### config.mk
export PLATFORM = sky130hd
export DESIGN_NAME = kmst_ram
export DESIGN_NICKNAME = d
export VERILOG_FILES = /design/src/rtl/kmst_ram.sv
export SDC_FILE = /design/constraint.sdc
export NUM_CORES = 1
export LEC_CHECK = 0
export BUFFER_PORTS_ARGS = -buffer_cell sky130_fd_sc_hd__buf_2
export CAP_MARGIN = 10
export CORE_MARGIN = 3
export CORE_UTILIZATION = 32
export DETAILED_ROUTE_END_ITERATION = 10
export GPL_ROUTABILITY_DRIVEN = 0
export PLACE_DENSITY_LB_ADDON = 0.25
export SYNTH_ARGS = -nofsm -noshare
export SYNTH_HDL_FRONTEND = slang
export SYNTH_SLANG_ARGS = --single-unit
### constraint.sdc
create_clock -name clk -period 2 [get_ports clk]
set_input_delay 0.3 -clock clk [delete_from_list [all_inputs] [get_ports clk]]
set_output_delay 0.3 -clock clk [all_outputs]
set_load 0.005 [all_outputs]
### src/rtl/kmst_ram.sv
module kmst_ram #(
  parameter int WIDTH = 8,
  parameter int DEPTH = 16
) (
  input  logic                     clk,
  input  logic                     we,
  input  logic [$clog2(DEPTH)-1:0] waddr,
  input  logic [WIDTH-1:0]         wdata,
  input  logic [$clog2(DEPTH)-1:0] raddr,
  output logic [WIDTH-1:0]         rdata
);
  logic [WIDTH-1:0] mem [DEPTH];

  always_ff @(posedge clk) begin
    if (we) begin
      mem[waddr] <= wdata;
    end
    rdata <= mem[raddr];
  end
endmodule

==> results.md, run 1 <==
- Status: finished, final reports clean
- CTS Buf Count: 17
- Post-DP HPWL: 6500 um
- Syn_nets: 247
- Clock tree buffer depth: 2
- Synth area leaders: edfxtp_1, mux4_2, mux4_1
- Worst endpoint data arrival time: 1.62 ns
- Final Cycle Share: 67.1%
- Net switching power of the design: 1280 uW
- Clk pin slew, worst setup/hold paths: 0.06 ns
- First-pass GRT wire length: 15600 um
- Netlist cell types: 19
- DP Area: 5650 um^2
- Pins over their slew limit: 0
- GRT overflow: 0
- Clock Latency Late Sink: 0.40 ns
- Synth Cell Area: 5150 um^2
- Routed length per instance: 19.9 um
- Num Clock Sinks: 136
- Sw frac: 19.1%
- Initial core utilization: 33.2%
- Setup slack after layout: 0.658 ns
- Clock Power Share: 47.7%
- Reg power frac: 47.8%
- Post-synthesis register bit count: 136
- Vias per inst: 4.74
- First DRT Iteration DRCs: 178
- Layout cell share with drive strength beyond 1: 32.0%
- Combinational group share of total power: 4.5%
- Max cap viols: 0
- Final instance area: 6270 um^2
- Worst-path cell chain: buf_2, buf_12, mux4_1, a22oi_1, nand2_1
- Crit path depth: 5
- CTS tree: yes
- Pwr Density: 1070 nW/um^2
- RSZ-0062 raised after global routing: no
- Via count: 2407
- Worst-Margin Slew: 0.462 ns
- Fin crit period: 1.34 ns
- Slew HR: 69.2%
- Max Freq: 0.745 GHz
- Routed Antenna Nets: 0
- FF-to-FF setup slack: 0.66 ns
- Vias in the first global route: 2573
- CP max FO: 18
- I/O pin cnt: 26
- Area growth, synth to finish: 21.8%
- Hold Crit Depth: 1
- Clock Tree Root: clkbuf_16
- Sequential-to-total area share from yosys stat: 77.8%
- All-Layer GR Usage: 12.2%
- Fin. Hold Viols: 0
- Initial antenna violation count: 0
- Drt drc: 0
- Total power: 6710 uW
- Pleak: 0.00210 uW
- Delay-heaviest family, CP: multiplexers
- Pre-CTS WS: 0.194 ns
- Slowest Stage Delay on Critical Path: 0.61 ns
- Worst-case vdd ir drop: 0.661 mV
- Required time of the critical path: 2.28 ns
- CP Capture Type: register
- # H-tree levels: 4
- Leading area contributor after synthesis: edfxtp_1
- Syn Area/Cell: 22.5 um^2
- Slowest stage cell, crit path: mux4_1
- Die Ht: 133 um
- Largest net degree at the start of global routing: 33
- Final setup vio count: 0
- R2R depth: 3
- Postcts setup bufs: 0
- Width of the die: 133 um
- Drt first pass iters: 4
- Cells after Synth: 229
- Worst Path Buf+Inv: 2
- CP Launch Type: input pin
- Cell internal pwr: 5430 uW
- Clock skew: 0.00809 ns
- Fin Setup TNS: 0 ns
- Row cnt: 45
- Layout net count: 302
- Core Region: 15500 um^2
- CTS resizes: 0
- Synth Warn #: 0
- Die Area: 17600 um^2
- Inserted Diodes: 0
- Routed wire length: 10100 um
- Number of hold buffers added after CTS: 0
- Hold crit path type: in -> reg
- Post-synth top area share: 74.7%
- Port Buffers: 25
- Worst Setup Path Type: in -> reg
- Layout Utilization: 40.5%
## layout by cell type, fill, tap and decap left out, types with 8 or more instances in the layout
cell and instances:
nand2_1 9, nor2_1 13, mux4_2 18, dfxtp_1 8
mux4_1 14, buf_4 18, buf_2 25, edfxtp_1 128
clkbuf_16 17, a22oi_1 16
## layer usage
| metal | routed length (um) | track usage, % | vias up |
|---|---|---|---|
| li1 | - | - | 1084 |
| met1 | 4800 | 16.7 | 1266 |
| met2 | 4870 | 18.9 | 52 |
| met3 | 401 | 3.42 | 5 |
| met4 | 52 | 3.81 | 0 |
| met5 | 0 | 0 | - |
## synth_stat cells
library cell     count
nor2b_1              1
nand3_1              1
nand2b_1             2
nor2_1              13
a22oi_1             16
edfxtp_1           128
nor3_1               4
nand3b_1             2
buf_2                3
or3b_2               1
mux4_2              18
buf_6                3
dfxtp_1              8
clkdlybuf4s25_2      3
mux4_1              14
buf_4                1
and2b_1              1
and2_1               1
nand2_1              9
## power groups by stage
stage                     clock network [uW]  registers [uW]  logic (uW)
after detailed placement                   0            3270         306
final                                   3200            3210         299
after CTS                               3270            3210         307
after global routing                    3390            3210         328
after global placement                     0            3270         300
after floorplan                            0            3260         162
## registers in the layout (all words and copies together) (netlist names)
name	cells
mem	128
rdata	8
## worst paths after layout
path | startpoint | end
worst max-delay path | raddr[0] | rdata[0]
worst min-delay path | wdata[6] | mem[15][6]
worst max register to register | mem[5][0] | rdata[0]
worst min register to register | mem[4][3] | rdata[3]
## per-stage QoR
step	hold WS, ns	std cells
floorplan	0.399	229
global placement	0.649	476
detailed placement	0.667	476
CTS	0.279	508
global route	0.279	508
finish	0.288	508
## kinds of logic after synthesis
group | count (synthesis) | synth area share, %
flops | 136 | 77.8
compound gates | 16 | 2.33
simple gates | 35 | 3.18
buf+inv | 10 | 1.68
mux | 32 | 15.0
## layout make-up
class	count	area (um^2)
fill	1374	9220
sequential	136	4000
multi-input combinational	83	1060
clock buffer	19	443
timing repair buffer	46	320
tap	211	264
clock inverter	13	179
Note: power is estimated with default switching activity, not from simulation.
==> run 2: changes to the inputs <==
- clock period: 2 -> 1.1 ns (I/O delays scaled with it)
==> run 2 against run 1 <==
Net effect: the flow now finishes with violations (setup timing); clock power up 68%; critical path type is now reg -> reg; count of clock-buffer cells in the layout up 2; first-iteration DRC count down 11%; highest routed layer unchanged; critical endpoint is now rdata[1].
==> results.md, run 2 (same netlist as run 1, synthesis figures left out) <==
- Clock Latency Late Sink: 0.40 ns (about the same)
- Commonest non-fill, non-tap cell in the layout: edfxtp_1
- Initial antenna violation count: 0 (unchanged)
- Worst endpoint data arrival time: 1.55 ns (-0.07 ns)
- Worst-path cell chain: mux4_2, a22oi_2, nand2_1
- Initial core utilization: 33.2% (unchanged)
- Worst-case vdd ir drop: 0.933 mV (+41%)
- Setup slack after layout: -0.164 ns (-0.822 ns)
- Max FFs per register: 128 (unchanged)
- GRT overflow: 0 (unchanged)
- Biggest register: mem
- CTS tree: yes
- CP Launch Type: register
- Met1 usage: 17.0% (+0.34 points)
- Via count: 2433 (+1.1%)
- Number of hold buffers added after CTS: 0 (unchanged)
- Fin. Hold Viols: 0 (unchanged)
- R2R depth: 3 (unchanged)
- Pwr Density: 1820 nW/um^2 (+70%)
- Final Instance Count excl. Fillers: 523 (+3.0%)
- Sw frac: 19.3% (+0.24 points)
- First-pass GRT wire length: 15800 um (+1.3%)
- FF-to-FF setup slack: -0.16 ns (-0.82 ns)
- Row cnt: 45 (unchanged)
- Hold crit path type: in -> reg
- Final setup vio count: 8 (+8)
- Required time of the critical path: 1.39 ns (-0.89 ns)
- RSZ-0062 raised after global routing: yes
- Delay-heaviest family, CP: multiplexers
- Inserted Diodes: 0 (unchanged)
- Routed wire length: 10100 um (-0.71%)
- All-Layer GR Usage: 12.3% (+0.18 points)
- Regs by FF count: mem x128, rdata x8
- Crit path depth: 3 (-2)
- Final Cycle Share: 115%
- Core Region: 15500 um^2 (unchanged)
- GRT met2 Usage: 18.5% (-0.34 points)
- Clock tree buffer depth: 2 (unchanged)
- Drt first pass iters: 4 (unchanged)
- Slowest stage cell, crit path: mux4_2
- Max Freq: 0.791 GHz
- Num Clock Sinks: 136 (unchanged)
- Slew HR: 39.7% (-30 points)
- Routed Antenna Nets: 0 (unchanged)
- Slowest Stage Delay on Critical Path: 0.51 ns (-0.10 ns)
- # H-tree levels: 4 (unchanged)
- Hold_sp: wdata[3]
- Combinational group share of total power: 5.4% (+0.9 points)
- Worst Path Buf+Inv: 0 (-2)
- Worst Setup Path Type: reg -> reg
- Postcts setup bufs: 0 (unchanged)
- Area growth, synth to finish: 26.3%
- Fin Hold WS: 0.147 ns (-0.141 ns)
- Net switching power of the design: 2290 uW (+79%)
- Critical Path Start: mem[7][1]
- Drt drc: 0 (unchanged)
- Layout net count: 317 (+5.0%)
- Pre-CTS WS: -0.493 ns (-0.688 ns)
- Pleak: 0.00217 uW (+3.3%)
- Failing checks: setup timing
- Die Ht: 133 um (unchanged)
- Clock Tree Root: clkbuf_16
- Global route hottest layer: met2
- Most frequent cells in the layout: edfxtp_1, mux4_2, buf_2, buf_4, clkbuf_16
- Status: finished, violations left
- Clk pin slew, worst setup/hold paths: 0.05 ns (about the same)
- Met3 Usage GRT: 4.22% (+0.80 points)
- Width of the die: 133 um (unchanged)
- Pins over their slew limit: 0 (unchanged)
- Post-DP HPWL: 6840 um (+5.3%)
- Hold Path End: mem[15][3]
- Cell internal pwr: 9570 uW (+76%)
- Largest net degree at the start of global routing: 18 (-45%)
- Clock skew: 0.00515 ns (-0.00294 ns)
- Die Area: 17600 um^2 (unchanged)
- CP Capture Type: register
- Max cap viols: 0 (unchanged)
- Hold Crit Depth: 1 (unchanged)
- CTS Buf Count: 17 (unchanged)
- Fin crit period: 1.26 ns
- Post-Place Cells: 491 (+3.2%)
- Vias in the first global route: 2628 (+2.1%)
- Layout cell share with drive strength beyond 1: 46.2% (+14 points)
- CP max FO: 1 (-17)
- Routed length per instance: 19.2 um (-3.6%)
- First DRT Iteration DRCs: 158 (-11%)
- Fin Setup TNS: -1.14 ns (-1.14 ns)
- Reg2reg end: rdata[1]
- Vias per inst: 4.65 (-1.8%)
- I/O pin cnt: 26 (unchanged)
- Port Buffers: 25 (unchanged)
- Worst-Margin Slew: 0.903 ns (+0.441 ns)
- Reg power frac: 49.1% (+1.3 points)
- Clock Power Share: 45.4% (-2.3 points)
- Reg2Reg Launch Point: mem[7][1]
[run 2: cell types whose count changed in the layout (fill, tap and decap cells not counted), sizes merged]
cell	before	now
clkinvlp	6	0
clkinv	3	9
clkbuf	19	21
bufinv	4	2
buf	46	61
[run 2: stage by stage]
step | util (%) | area (um^2) | total power (uW)
global route | 42.0 | 6500 | 12300
CTS | 42.0 | 6500 | 12000
global placement | 38.1 | 5900 | 6560
detailed placement | 38.1 | 5900 | 6580
floorplan | - | 5200 | 6260
finish | 42.0 | 6500 | 11900
[run 2: worst max-delay path by stage]
| stage | to | slack, ns |
|---|---|---|
| after global placement | rdata[0] | -0.47 |
| after detailed placement | rdata[4] | -0.49 |
| after global routing | rdata[1] | -0.23 |
| final | rdata[1] | -0.16 |
| after CTS | rdata[1] | -0.17 |
| after floorplan | mem[0][0] | -0.17 |
[run 2: routing by layer]
metal  vias to the layer above  wire, um  part of all wire (%)
met5                         -         0                     0
met4                         0        48                  0.48
met3                         4       460                   4.6
met2                        52      4830                    48
met1                      1280      4720                    47
li1                       1097         -                     -
[run 2: power by group through the flow]
stage          logic, uW  clock network, uW  registers (uW)
2_1_floorplan        332                  0            5930
3_3_place_gp         631                  0            5930
3_5_place_dp         642                  0            5930
4_1_cts              661               5490            5830
5_1_grt              707               5730            5840
6_report             645               5390            5830
[run 2: layout make-up]
class,count,area (um^2)
clock buffer,21,470
clock inverter,11,103
fill,1354,8980
multi-input combinational,83,1100
sequential,136,4010
tap,211,264
timing repair buffer,61,558
[run 2: repair_timing]
action,CTS,global route
endpoints found under the setup margin,9,8
pin swaps,5,2
resized for setup,9,0
hold endpoints to repair,0,0
[run 2: worst reg2reg max path, cell delays in order (launching register included)]
cell and delay (ns):
edfxtp_1 0.37, mux4_2 0.51, a22oi_2 0.20, nand2_1 0.07
==> run 3: changes to the inputs <==
- REMOVE_ABC_BUFFERS: unset -> 1
==> run 3 against run 2 <==
Net effect: global-route usage up 0.29 points; largest power group unchanged; combinational power down 9.1%; clock power down 6.5%; via count down 0.99%; sequential cell count unchanged; maximum frequency down 1.3%; clock skew down 0.0012 ns; sequential share of layout area up 2.7 points; critical path type unchanged; the run still ends with setup timing left; sequential power about the same; highest routed layer unchanged; core utilization down 1.8 points; count of clock-buffer cells in the layout up 8.
==> results.md, run 3 (same netlist as run 1, synthesis figures left out) <==
- All-Layer GR Usage: 12.6% (+0.29 points)
- Post-DP HPWL: 6490 um (-5.1%)
- Clock Tree Root: clkbuf_16
- Regs by FF count: mem x128, rdata x8
- Inserted Diodes: 0 (unchanged)
- Max Freq: 0.781 GHz (-1.3%)
- Initial antenna violation count: 0 (unchanged)
- Pre-CTS WS: -0.531 ns (-0.0372 ns)
- Worst-Margin Slew: 0.961 ns (+0.0583 ns)
- Setup slack after layout: -0.180 ns (-0.0165 ns)
- Worst Setup Path Type: reg -> reg
- Drt drc: 0 (unchanged)
- Slowest Stage Delay on Critical Path: 0.48 ns (-0.03 ns)
- Via count: 2409 (-0.99%)
- Delay-heaviest family, CP: multiplexers
- Clock skew: 0.00392 ns (-0.00124 ns)
- Slowest stage cell, crit path: mux4_2
- Initial core utilization: 33.2% (unchanged)
- Area growth, synth to finish: 21.0%
- Vias in the first global route: 2555 (-2.8%)
- Worst-path cell chain: mux4_2, a22oi_2, nand2_1
- Required time of the critical path: 1.39 ns (about the same)
- # H-tree levels: 4 (unchanged)
- Layout net count: 306 (-3.5%)
- CP Launch Type: register
- First-pass GRT wire length: 15900 um (+1.0%)
- Slew HR: 35.8% (-3.9 points)
- Pwr Density: 1840 nW/um^2 (+0.85%)
- Pins over their slew limit: 0 (unchanged)
- GRT overflow: 0 (unchanged)
- DP Area: 5690 um^2 (-3.6%)
- Core Region: 15500 um^2 (unchanged)
- First DRT Iteration DRCs: 233 (+47%)
- Status: finished, violations left
- Routed length per instance: 20.1 um (+4.6%)
- Failing checks: setup timing
- Routed Antenna Nets: 0 (unchanged)
- Largest net degree at the start of global routing: 22 (+4)
- Port Buffers: 25 (unchanged)
- Clock Latency Late Sink: 0.41 ns (about the same)
- Commonest non-fill, non-tap cell in the layout: edfxtp_1
- Fin. Hold Viols: 0 (unchanged)
- Biggest register: mem
- Clock tree buffer depth: 2 (unchanged)
- Final setup vio count: 8 (unchanged)
- FILL cells: 1395 (+3.0%)
- Die Area: 17600 um^2 (unchanged)
- Vias per inst: 4.71 (+1.1%)
- Routed wire length: 10300 um (+2.4%)
- Layout cell share with drive strength beyond 1: 38.2% (-7.9 points)
- Max cap viols: 0 (unchanged)
- Worst-case vdd ir drop: 1.09 mV (+17%)
- I/O pin cnt: 26 (unchanged)
- Pleak: 0.00207 uW (-5.0%)
- Most frequent cells in the layout: edfxtp_1, mux4_2, buf_2, buf_4, clkbuf_16
- Num Clock Sinks: 136 (unchanged)
- Final instance area: 6230 um^2 (-4.2%)
- Drt first pass iters: 4 (unchanged)
- Max FFs per register: 128 (unchanged)
- Hold crit path type: in -> reg
- CP max FO: 1 (unchanged)
- Worst endpoint data arrival time: 1.57 ns (+0.02 ns)
- Die Ht: 133 um (unchanged)
- Row cnt: 45 (unchanged)
- Worst Path Buf+Inv: 0 (unchanged)
- Clk pin slew, worst setup/hold paths: 0.05 ns (about the same)
- Fin crit period: 1.28 ns (+0.0165 ns)
- FF-to-FF setup slack: -0.18 ns (-0.02 ns)
- Final Cycle Share: 116% (+1.5 points)
- CP Capture Type: register
- Width of the die: 133 um (unchanged)
- RSZ-0062 raised after global routing: yes
- CTS tree: yes
- CTS Buf Count: 17 (unchanged)
==> run 3: changes by cell type in the layout (fill, tap and decap cells not counted), sizes merged <==
| cell | change |
|---|---|
| buf | -11 |
| clkbuf | +8 |
| clkinv | -6 |
| bufinv | -2 |
==> run 3: report_power, final <==
group / switching [uW] / internal [uW] / total [uW]
logic: 316 / 270 / 586
registers: 39.6 / 5800 / 5840
clock network: 1870 / 3170 / 5040
total: 2220 / 9240 / 11500
==> run 3: metrics by stage <==
step	setup TNS [ns]	power (uW)	hold slack, ns	util (%)	cells
after floorplan	-19.49	6160	0.264	-	219
after global placement	-25.81	6500	0.545	36.7	480
after CTS	-1.32	11600	0.118	40.1	512
final	-1.04	11500	0.136	40.2	512
after detailed placement	-27.52	6510	0.542	36.7	480
after global routing	-1.52	11900	0.139	40.2	512
==> run 3: area by class of cell <==
cell class | instances | area, um^2 | area share, %
Tap cell | 211 | 264 | 4.24
Clock inverter | 3 | 15.0 | 0.241
Multi-Input combinational cell | 83 | 1060 | 17.0
Sequential cell | 136 | 4010 | 64.3
Clock buffer | 29 | 520 | 8.36
Timing Repair Buffer | 50 | 363 | 5.83
==> run 3: repair_timing <==
item / CTS / global route
gates resized for setup: 13 / 8
hold buffers: 0 / 0
pin swaps: 4 / 2
setup endpoints to repair: 10 / 9
setup buffers: 0 / 0
==> run 3: final timing paths <==
path         depth (start not counted)    endpoint        from
max                                  3    rdata[0]  mem[11][0]
min                                  1  mem[14][2]    wdata[2]
max reg2reg                          3    rdata[0]  mem[11][0]
min reg2reg                          3    rdata[1]   mem[4][1]
==> run 3: worst reg2reg max path: stages, from the launching register on <==
cell and delay, ns:
edfxtp_1 0.36, mux4_2 0.48, a22oi_2 0.23, nand2_1 0.09
==> run 3: routing by layer <==
metal  vias up  wire [um]  share of wire (%)  GRT usage (%)
met2        70       4720                 46           17.7
met5         -          0                  0              0
li1       1076          -                  -              -
met1      1245       4720                 46           18.0
met3        18        624                6.1           3.69
met4         0        225                2.2           6.00
